**src/rtl/gbnd_pkg.sv**
```systemverilog
package gbnd_pkg;

    localparam logic [1:0] OP_FEED        = 2'd0;
    localparam logic [1:0] OP_RD_PAYLOAD  = 2'd1;
    localparam logic [1:0] OP_RD_SENTENCE = 2'd2;
    localparam logic [1:0] OP_RD_COUNTER  = 2'd3;

    localparam logic [2:0] EV_NONE       = 3'd0;
    localparam logic [2:0] EV_FRAME_GOOD = 3'd1;
    localparam logic [2:0] EV_CKSUM_ERR  = 3'd2;
    localparam logic [2:0] EV_LEN_ERR    = 3'd3;
    localparam logic [2:0] EV_SENTENCE   = 3'd4;

    localparam int NUM_COUNTERS = 6;
    localparam int CNT_BYTES    = 0;
    localparam int CNT_GOOD     = 1;
    localparam int CNT_CKERR    = 2;
    localparam int CNT_LENERR   = 3;
    localparam int CNT_SENT     = 4;
    localparam int CNT_RESYNC   = 5;

    localparam logic [7:0] SYNC_1      = 8'hB5;
    localparam logic [7:0] SYNC_2      = 8'h62;
    localparam logic [7:0] CHAR_DOLLAR = 8'h24;
    localparam logic [7:0] CHAR_CR     = 8'h0D;
    localparam logic [7:0] CHAR_LF     = 8'h0A;

    typedef struct packed {
        logic [1:0] opcode;
        logic [7:0] data_byte;
        logic [9:0] read_index;
    } t_req;

    typedef struct packed {
        logic [2:0] event_res;
        logic       resync;
        logic [7:0] msg_class;
        logic [7:0] msg_id;
        logic [9:0] item_length;
    } t_evt;

    typedef struct packed {
        t_evt        evt;
        logic [31:0] read_value;
    } t_rsp;

    typedef enum logic [9:0] {
        M_IDLE    = 10'b00_0000_0001,
        M_SYNC2   = 10'b00_0000_0010,
        M_CLASS   = 10'b00_0000_0100,
        M_ID      = 10'b00_0000_1000,
        M_LENLO   = 10'b00_0001_0000,
        M_LENHI   = 10'b00_0010_0000,
        M_PAYLOAD = 10'b00_0100_0000,
        M_CKA     = 10'b00_1000_0000,
        M_CKB     = 10'b01_0000_0000,
        M_TEXT    = 10'b10_0000_0000
    } t_mode;

endpackage

```
**src/rtl/gbnd_parser.sv**
```systemverilog
module gbnd_parser
    import gbnd_pkg::*;
#(
    parameter int PAYLOAD_DEPTH  = 1024,
    parameter int SENTENCE_DEPTH = 128,
    parameter int COUNTER_WIDTH  = 32
) (
    input  logic                              i_clk,
    input  logic                              i_rst_n,
    input  logic                              i_feed,
    input  logic [7:0]                        i_data_byte,
    input  logic [9:0]                        i_cnt_sel,
    output t_evt                              o_evt,
    output logic [COUNTER_WIDTH-1:0]          o_cnt_value,
    output logic                              o_pl_we,
    output logic [$clog2(PAYLOAD_DEPTH)-1:0]  o_pl_waddr,
    output logic [7:0]                        o_pl_wdata,
    output logic                              o_st_we,
    output logic [$clog2(SENTENCE_DEPTH)-1:0] o_st_waddr,
    output logic [7:0]                        o_st_wdata
);

    localparam int PW = $clog2(PAYLOAD_DEPTH);
    localparam int SW = $clog2(SENTENCE_DEPTH);
    localparam logic [16:0]   MAX_LEN = 17'(PAYLOAD_DEPTH - 2);
    localparam logic [SW-1:0] ST_LAST = SW'(SENTENCE_DEPTH - 1);

    t_mode                    r_mode, n_mode;
    logic [7:0]               r_sum_a, n_sum_a;
    logic [7:0]               r_sum_b, n_sum_b;
    logic [7:0]               r_class, n_class;
    logic [7:0]               r_id, n_id;
    logic [15:0]              r_len, n_len;
    logic [PW-1:0]            r_pl_cnt, n_pl_cnt;
    logic [7:0]               r_rx_a, n_rx_a;
    logic [SW-1:0]            r_st_cnt, n_st_cnt;
    logic [COUNTER_WIDTH-1:0] r_cnt [NUM_COUNTERS];
    logic [NUM_COUNTERS-1:0]  bump;
    logic [7:0]               fl_a;
    logic [7:0]               fl_b;
    logic [15:0]              full_len;
    logic [PW-1:0]            pl_cnt_inc;

    assign fl_a       = r_sum_a + i_data_byte;
    assign fl_b       = r_sum_b + fl_a;
    assign full_len   = {i_data_byte, r_len[7:0]};
    assign pl_cnt_inc = r_pl_cnt + 1'b1;

    always_comb begin
        n_mode     = r_mode;
        n_sum_a    = r_sum_a;
        n_sum_b    = r_sum_b;
        n_class    = r_class;
        n_id       = r_id;
        n_len      = r_len;
        n_pl_cnt   = r_pl_cnt;
        n_rx_a     = r_rx_a;
        n_st_cnt   = r_st_cnt;
        bump       = '0;
        o_evt      = '0;
        o_pl_we    = 1'b0;
        o_pl_waddr = r_pl_cnt;
        o_pl_wdata = i_data_byte;
        o_st_we    = 1'b0;
        o_st_waddr = r_st_cnt;
        o_st_wdata = i_data_byte;
        if (i_feed) begin
            bump[CNT_BYTES] = 1'b1;
            case (r_mode)
                M_IDLE: begin
                    if (i_data_byte == SYNC_1) begin
                        n_mode = M_SYNC2;
                    end else if (i_data_byte == CHAR_DOLLAR) begin
                        n_st_cnt = '0;
                        n_mode   = M_TEXT;
                    end
                end
                M_SYNC2: begin
                    if (i_data_byte == SYNC_2) begin
                        n_sum_a = '0;
                        n_sum_b = '0;
                        n_mode  = M_CLASS;
                    end else begin
                        bump[CNT_RESYNC] = 1'b1;
                        o_evt.resync     = 1'b1;
                        n_mode = (i_data_byte == SYNC_1) ? M_SYNC2 : M_IDLE;
                    end
                end
                M_CLASS: begin
                    n_class = i_data_byte;
                    n_sum_a = fl_a;
                    n_sum_b = fl_b;
                    n_mode  = M_ID;
                end
                M_ID: begin
                    n_id    = i_data_byte;
                    n_sum_a = fl_a;
                    n_sum_b = fl_b;
                    n_mode  = M_LENLO;
                end
                M_LENLO: begin
                    n_len   = {8'h00, i_data_byte};
                    n_sum_a = fl_a;
                    n_sum_b = fl_b;
                    n_mode  = M_LENHI;
                end
                M_LENHI: begin
                    n_len   = full_len;
                    n_sum_a = fl_a;
                    n_sum_b = fl_b;
                    if ({1'b0, full_len} > MAX_LEN) begin
                        bump[CNT_LENERR]  = 1'b1;
                        bump[CNT_RESYNC]  = 1'b1;
                        o_evt.resync      = 1'b1;
                        o_evt.event_res   = EV_LEN_ERR;
                        o_evt.msg_class   = r_class;
                        o_evt.msg_id      = r_id;
                        n_mode            = M_IDLE;
                    end else begin
                        n_pl_cnt = '0;
                        n_mode   = (full_len == 16'h0000) ? M_CKA : M_PAYLOAD;
                    end
                end
                M_PAYLOAD: begin
                    n_sum_a  = fl_a;
                    n_sum_b  = fl_b;
                    o_pl_we  = 1'b1;
                    n_pl_cnt = pl_cnt_inc;
                    if (16'(pl_cnt_inc) == r_len) begin
                        n_mode = M_CKA;
                    end
                end
                M_CKA: begin
                    n_rx_a = i_data_byte;
                    n_mode = M_CKB;
                end
                M_CKB: begin
                    o_evt.msg_class   = r_class;
                    o_evt.msg_id      = r_id;
                    o_evt.item_length = 10'(r_len);
                    if (r_rx_a == r_sum_a && i_data_byte == r_sum_b) begin
                        bump[CNT_GOOD]  = 1'b1;
                        o_evt.event_res = EV_FRAME_GOOD;
                    end else begin
                        bump[CNT_CKERR] = 1'b1;
                        o_evt.event_res = EV_CKSUM_ERR;
                    end
                    n_mode = M_IDLE;
                end
                M_TEXT: begin
                    if (i_data_byte == CHAR_CR || i_data_byte == CHAR_LF) begin
                        if (r_st_cnt != '0) begin
                            bump[CNT_SENT]    = 1'b1;
                            o_evt.event_res   = EV_SENTENCE;
                            o_evt.item_length = 10'(r_st_cnt);
                        end
                        n_mode = M_IDLE;
                    end else if (i_data_byte == SYNC_1) begin
                        bump[CNT_RESYNC] = 1'b1;
                        o_evt.resync     = 1'b1;
                        n_mode           = M_SYNC2;
                    end else if (r_st_cnt < ST_LAST) begin
                        o_st_we  = 1'b1;
                        n_st_cnt = r_st_cnt + 1'b1;
                    end else begin
                        n_mode = M_IDLE;
                    end
                end
                default: begin
                    n_mode = M_IDLE;
                end
            endcase
        end
    end

    always_ff @(posedge i_clk) begin
        if (!i_rst_n) begin
            r_mode   <= M_IDLE;
            r_pl_cnt <= '0;
            r_st_cnt <= '0;
        end else begin
            r_mode   <= n_mode;
            r_pl_cnt <= n_pl_cnt;
            r_st_cnt <= n_st_cnt;
        end
    end

    always_ff @(posedge i_clk) begin
        r_sum_a <= n_sum_a;
        r_sum_b <= n_sum_b;
        r_class <= n_class;
        r_id    <= n_id;
        r_len   <= n_len;
        r_rx_a  <= n_rx_a;
    end

    always_ff @(posedge i_clk) begin
        for (int k = 0; k < NUM_COUNTERS; k++) begin
            if (!i_rst_n) begin
                r_cnt[k] <= '0;
            end else if (bump[k]) begin
                r_cnt[k] <= r_cnt[k] + 1'b1;
            end
        end
    end

    assign o_cnt_value = (i_cnt_sel < 10'(NUM_COUNTERS)) ? r_cnt[3'(i_cnt_sel)] : '0;

endmodule

```
**config.mk**
```make
export PLATFORM = sky130hd
export DESIGN_NAME = gbnd_parser
export DESIGN_NICKNAME = d
export VERILOG_FILES = /design/src/rtl/gbnd_pkg.sv /design/src/rtl/gbnd_parser.sv
export SDC_FILE = /design/constraint.sdc
export NUM_CORES = 1
export LEC_CHECK = 0
export BUFFER_PORTS_ARGS = -buffer_cell sky130_fd_sc_hd__buf_2
export CORE_MARGIN = 2
export CORE_UTILIZATION = 62
export CTS_CLUSTER_DIAMETER = 80
export DETAILED_ROUTE_END_ITERATION = 8
export PLACE_DENSITY = 0.82
export SLEW_MARGIN = 15
export SYNTH_ARGS = -nofsm -noshare
export SYNTH_HDL_FRONTEND = slang
export SYNTH_SLANG_ARGS = --single-unit
```
**constraint.sdc**
```tcl
create_clock -name i_clk -period 6.1 [get_ports i_clk]
set_input_delay 0.305 -clock i_clk [delete_from_list [all_inputs] [get_ports i_clk]]
set_output_delay 0.305 -clock i_clk [all_outputs]
set_load 0.01 [all_outputs]
```
Word level (Yosys, flattened, before mapping)
Memories as Yosys holds them, arrays and structs flattened.
Index checks and enable logic that the tools add are counted.
Storage, ports and cells
  memories: 1
  memory bits (writable): 192
  output and inout bits: 97
  flip-flop bits (word level): 83
  word-level logic and storage cells: 157
Memory list
  r_cnt: words 6, width 32, read ports 7, clocked after memory_dff 0, wr ports 6, RTL line gbnd_parser.sv:37  | logic [COUNTER_WIDTH-1:0] r_cnt [NUM_COUNTERS];
Cells by class
  equality and inequality tests: 28
  multiplexer cells: 80
  reduce and logical (&&, ||, !) cells: 18
  add/subtract/negate cells: 10
  order comparisons: 3
  bitwise operators: 7
Operator list (count)
  2-to-1 mux 32 bit: 7
  adder 32 x 1 -> 32 bit (second input constant): 6
  one-hot mux 10 bit (9 select lines): 1
  2-to-1 mux 10 bit: 7
  one-hot mux 16 bit (2 select lines): 2
  2-to-1 mux 7 bit: 7
  one-hot mux 10 bit (2 select lines): 2
  2-to-1 mux 1 bit: 36
  one-hot mux 8 bit (2 select lines): 2
  2-to-1 mux 30 bit: 1
  2-to-1 mux 8 bit: 3
  2-to-1 mux 19 bit: 1
  adder 8 bit: 2
  == test 10 x 16 -> 1 bit: 1
  == test 8 x 4 -> 1 bit (second input constant): 2
  == test 8 bit: 2
  greater-than comparator 16 x 10 -> 1 bit (second input constant): 1
  logical NOT 16 bit: 1
  != test 2 bit (second input constant): 8
  one-hot mux 7 bit (2 select lines): 1
  adder 10 x 1 -> 10 bit (second input constant): 1
  == test 10 x 1 -> 1 bit (second input constant): 1
  == test 10 bit (second input constant): 1
  == test 10 x 2 -> 1 bit (second input constant): 1
  other kinds (31): 49

Longest topological paths before layout
  depth in word-level cells: 9
  mapped depth: 13

Worst setup path after synthesis
No wires, ideal clock.
  kind: register -> register
  from: reg r_mode[1]
  to: mem r_cnt[1][0] (enable)
  setup time: 0.466 ns
  stages on the path, launching flop included: 8
  slack: 1.640 ns
  arrival time: 3.994 ns
  cells stage by stage: dfxtp_1 clkbuf_1 or3_1 buf_2 nor3_2 clkbuf_1 nand2_1 o21ai_0
RTL lines
  start, declared: RTL line gbnd_parser.sv:28  | t_mode r_mode, n_mode;
  start signal, assigned: RTL line gbnd_parser.sv:182  | r_mode <= n_mode;
  end, declared: RTL line gbnd_parser.sv:37

==> summary.md <==
| Metric | Value |
|---|---|
| Clock Tree Root | sky130_fd_sc_hd__clkbuf_16 |
| Worst Tran Pin Value | 1150 ps |
| Area occupied by multi-input gates | 0.008107 mm^2 |
| Number of gates given a new drive strength after cts | 0 |
| Layout-stage area growth over the synthesis result | 11.21% |
| Compound-cell area share of the yosys netlist | 6.281% |
| Number of nets in the finished design | 1745 |
| Capturing element type of the critical path | output pin |
| Peak Freq | 256.2 MHz |
| Register-to-register setup slack | 2720 ps |
| Sum of overflow across all layers after global routing | 0 |
| Initial antenna violation count | 1 |
| Final wirelength | 40880 um |
| Synthesized area per cell | 10.23 um^2 |
| Share of cells above drive strength 1 | 14.05% |
| Sequential cell area in the final layout | 0.007988 mm^2 |
| Num ports | 118 |
| Die ar. | 0.02812 mm^2 |
| Top cells by area in the synthesized netlist | sky130_fd_sc_hd__edfxtp_1, sky130_fd_sc_hd__xor2_1, sky130_fd_sc_hd__nor2_1, sky130_fd_sc_hd__mux4_2, sky130_fd_sc_hd__xnor2_1 |
| Placement-stage worst setup slack | 2580 ps |
| Post-route ant nets | 0 |
| Initial core utilization | 63.40% |
| Post-synth top area share | 44.82% |
| Diodes inserted | 0 |
| Final Max Slew Viols | 0 |
| Depth of the most critical reg-to-reg path | 5 |
| Number of levels the H-tree was split into | 1 |
| Routed wire length per instance | 19.86 um |
| Library cell contributing the largest single delay on the critical path | sky130_fd_sc_hd__or4b_2 |
| Arrival time reported for the critical path endpoint | 3600 ps |
| Number of placed instances with taps included | 2002 |
| Worst path setup slack after routing | 2196 ps |
| Async S/R FF share, synth | 0% |
| Worst-case clock buffer depth | 3 |
| Count of cell types in the netlist | 75 |
| Worst slew margin relative to its limit | 23.35% |
| Setup TNS Final | 0 ps |
| RSZ-0062 raised after global routing | no |
| R2r endpoint | r_cnt[3][14]$_SDFFCE_PN0P_ |
| Library cell with the largest summed area after synthesis | sky130_fd_sc_hd__edfxtp_1 |
| Peak supply drop | 0.2300 mV |
| Synthesized instance count | 1624 |
| Final clock period utilization by the worst path | 64.00% |
| Via count | 13060 |
| Launching instance or port of the critical path | r_mode[5]$_SDFFE_PN0P_ |
| Fill cell count | 1821 |
| Wire length of the first global-routing pass | 65790 um |
| Worst min-delay path class | input pin to flop |
| Worst endpoint required time | 5790 ps |
| Hold bufs inserted after CTS | 0 |
| Critical path class | flop to output pin |
| Port buffer count | 117 |
| Maxcap violations | 0 |
| Power per Cell Area | 245.9 mW/mm^2 |
| Finish-stage setup viols | 0 |
| Largest net degree at the start of global routing | 66 |
| Synth Area in Adders | 1.973% |
| Maximum net fanout on the critical path | 17 |
| First-pass detailed-route iteration total | 5 |
| Shortest period the worst path allows | 3904 ps |
| Fraction of the yosys area taken by sequential cells | 48.08% |
| Leakage power figure | 6.561 nW |
| Crit start category | flop |
| Setup bufs post-CTS | 0 |
| Clk sinks | 275 |
| Total number of placement rows | 59 |
| Worst reg2reg startpoint | r_mode[5]$_SDFFE_PN0P_ |
| Total nets after synthesis | 1670 |
| Area of the core | 0.02621 mm^2 |
| Final hold viol count | 0 |
| Portion of netlist area occupied by mux cells | 6.657% |
| Number of enable flip-flop cells after synthesis | 248 |
| Final Hold Slack | 124.4 ps |
| Number of warnings printed during yosys synthesis | 0 |
| Clock-pin slew of the registers on the worst-case setup and hold paths | 60 ps |
| Run status | complete, no violations |
| Simple-gate share of the synthesized area | 22.36% |
| Worst setup path endpoint | o_evt[21] |
| Vias in the first global route | 12550 |
| Synth Flop Type | sky130_fd_sc_hd__edfxtp_1 |
| HPWL after detailed placement | 28610 um |
| Overall die width | 167.7 um |
| Synth Register Bits | 275 |
| Clock latency reported for the late side of the worst-skew pair | 570 ps |
| Slowest cell delay on critical path | 680 ps |
| Detailed-route vias per instance | 6.346 |
| Last weighted congestion value of the routability-driven placer | 0.9513 |
| CTS tree | done |
| Crit path cell chain | or4b_2 -> nor3_4 -> o21a_1 -> nor2_1 -> nor2_2 -> and2_1 -> buf_2 |
| Die height | 167.7 um |
| Starting DRC count in detailed routing | 1376 |
| Number of remaining DRC errors | 0 |
| Non-filler instance count after layout | 2058 |
| Total Power | 4.544 mW |
| Post-synthesis instance area | 0.01661 mm^2 |
| Dominant combinational cell family by area after synthesis | simple AND/OR/NAND/NOR gates |
| Global routing usage summed across all routing layers | 29.04% |
| CTS Buf Count | 30 |
| Clock Skew | 12.58 ps |
| Xor and xnor area share after synthesis | 11.33% |
-- cell usage after synthesis (2+ instances only) --
cell type	count
sky130_fd_sc_hd__nand4_1	45
sky130_fd_sc_hd__o21ai_0	30
sky130_fd_sc_hd__a21oi_1	31
sky130_fd_sc_hd__a31oi_1	4
sky130_fd_sc_hd__or3_1	14
sky130_fd_sc_hd__a22oi_1	13
sky130_fd_sc_hd__buf_1	9
sky130_fd_sc_hd__nor2b_1	17
sky130_fd_sc_hd__a211oi_1	35
sky130_fd_sc_hd__nand2b_1	4
sky130_fd_sc_hd__nor4b_1	2
sky130_fd_sc_hd__o21bai_1	3
sky130_fd_sc_hd__mux4_2	32
sky130_fd_sc_hd__a41oi_1	2
sky130_fd_sc_hd__buf_2	8
sky130_fd_sc_hd__nand4b_1	3
sky130_fd_sc_hd__a311oi_1	2
sky130_fd_sc_hd__and4_1	15
sky130_fd_sc_hd__a21o_1	4
sky130_fd_sc_hd__clkbuf_1	55
sky130_fd_sc_hd__nor3b_1	7
sky130_fd_sc_hd__xor2_1	141
sky130_fd_sc_hd__nor4_1	28
sky130_fd_sc_hd__fa_1	2
sky130_fd_sc_hd__o21a_1	4
sky130_fd_sc_hd__and3_1	41
sky130_fd_sc_hd__nor2_2	2
sky130_fd_sc_hd__and2_1	32
sky130_fd_sc_hd__dfxtp_1	27
sky130_fd_sc_hd__buf_4	18
sky130_fd_sc_hd__nand3_1	94
sky130_fd_sc_hd__nor2_1	309
sky130_fd_sc_hd__xnor2_1	74
sky130_fd_sc_hd__ha_1	23
sky130_fd_sc_hd__nand3b_1	2
sky130_fd_sc_hd__o211ai_1	5
sky130_fd_sc_hd__edfxtp_1	248
sky130_fd_sc_hd__or2_2	5
sky130_fd_sc_hd__nand2_1	96
sky130_fd_sc_hd__nor3_1	35
sky130_fd_sc_hd__inv_1	31
sky130_fd_sc_hd__mux2i_1	37
sky130_fd_sc_hd__o31ai_1	3
-- state kept, by name (all words and copies together), names as in the netlist --
register	cells
r_cnt	192
r_len	16
o_pl_waddr	10
r_mode	10
r_class	8
r_id	8
r_rx_a	8
r_sum_a	8
r_sum_b	8
o_st_waddr	7
-- final cells by class --
cell class	count	area share [%]
Multi-Input combinational cell	1225	43.87
Sequential cell	275	43.23
Clock buffer	34	4.259
Timing Repair Buffer	135	3.914
Tap cell	335	2.269
Clock inverter	22	1.801
Inverter	32	0.6501
-- routing by layer --
metal	vias up	track usage, %	part of all wire, %
li1	6033	-	-
met1	6287	37.56	39
met2	605	48.73	49
met3	136	4.231	7.3
met4	0	13.50	4.8
met5	-	0	0
-- cell families after synthesis --
family	Yosys count
and+or+nand+nor	762
DFF	275
adders and majority gates	25
AOI/OAI and AO/OA	153
muxes	70
buffers and inverters	124
xor gates and xnor gates	215
-- worst min path at each step --
stage	startpoint	endpoint	slack, ps	cells after the start
after floorplan	i_data_byte[0]	r_class[0]$_DFFE_PP_	400	0
after global placement	r_mode[2]$_SDFFE_PN0P_	r_mode[2]$_SDFFE_PN0P_	550	2
after detailed placement	o_pl_waddr[9]$_SDFFE_PN0P_	o_pl_waddr[9]$_SDFFE_PN0P_	560	2
after CTS	i_data_byte[7]	r_class[7]$_DFFE_PP_	100	1
after global routing	i_data_byte[7]	r_class[7]$_DFFE_PP_	120	1
final	i_data_byte[7]	r_class[7]$_DFFE_PP_	120	1
-- power breakdown --
part | switching [mW] | leakage, nW | internal, mW
registers | 0.0766 | 2.75 | 2.10
logic | 0.179 | 3.27 | 0.123
clock network | 0.764 | 0.542 | 1.30
total | 1.02 | 6.56 | 3.52
-- worst max-delay path: cells and delay by family (launching register included) --
kind                   cells  cell delay (ps)
and+or+nand+nor            5             1890
AOI/OAI and AO/OA          1              460
buffers and inverters      1              140
DFF                        1              520
-- cell usage in the layout, fill, tap and decap left out, types with 32 or more instances in the layout --
cell                       count
sky130_fd_sc_hd__a211oi_1     35
sky130_fd_sc_hd__and2_1       32
sky130_fd_sc_hd__and3_1       41
sky130_fd_sc_hd__buf_2       116
sky130_fd_sc_hd__edfxtp_1    248
sky130_fd_sc_hd__mux2i_1      37
sky130_fd_sc_hd__mux4_2       32
sky130_fd_sc_hd__nand2_1      96
sky130_fd_sc_hd__nand3_1      93
sky130_fd_sc_hd__nand4_1      45
sky130_fd_sc_hd__nor2_1      309
sky130_fd_sc_hd__nor3_1       35
sky130_fd_sc_hd__xnor2_1      74
sky130_fd_sc_hd__xor2_1      141
-- metrics by stage --
stage / util [%] / area (um^2)
floorplan: - / 16610
global placement: 66.21 / 17350
detailed placement: 66.21 / 17350
CTS: 70.48 / 18470
global route: 70.50 / 18480
finish: 70.50 / 18480
(Power assumes the default switching activity.)
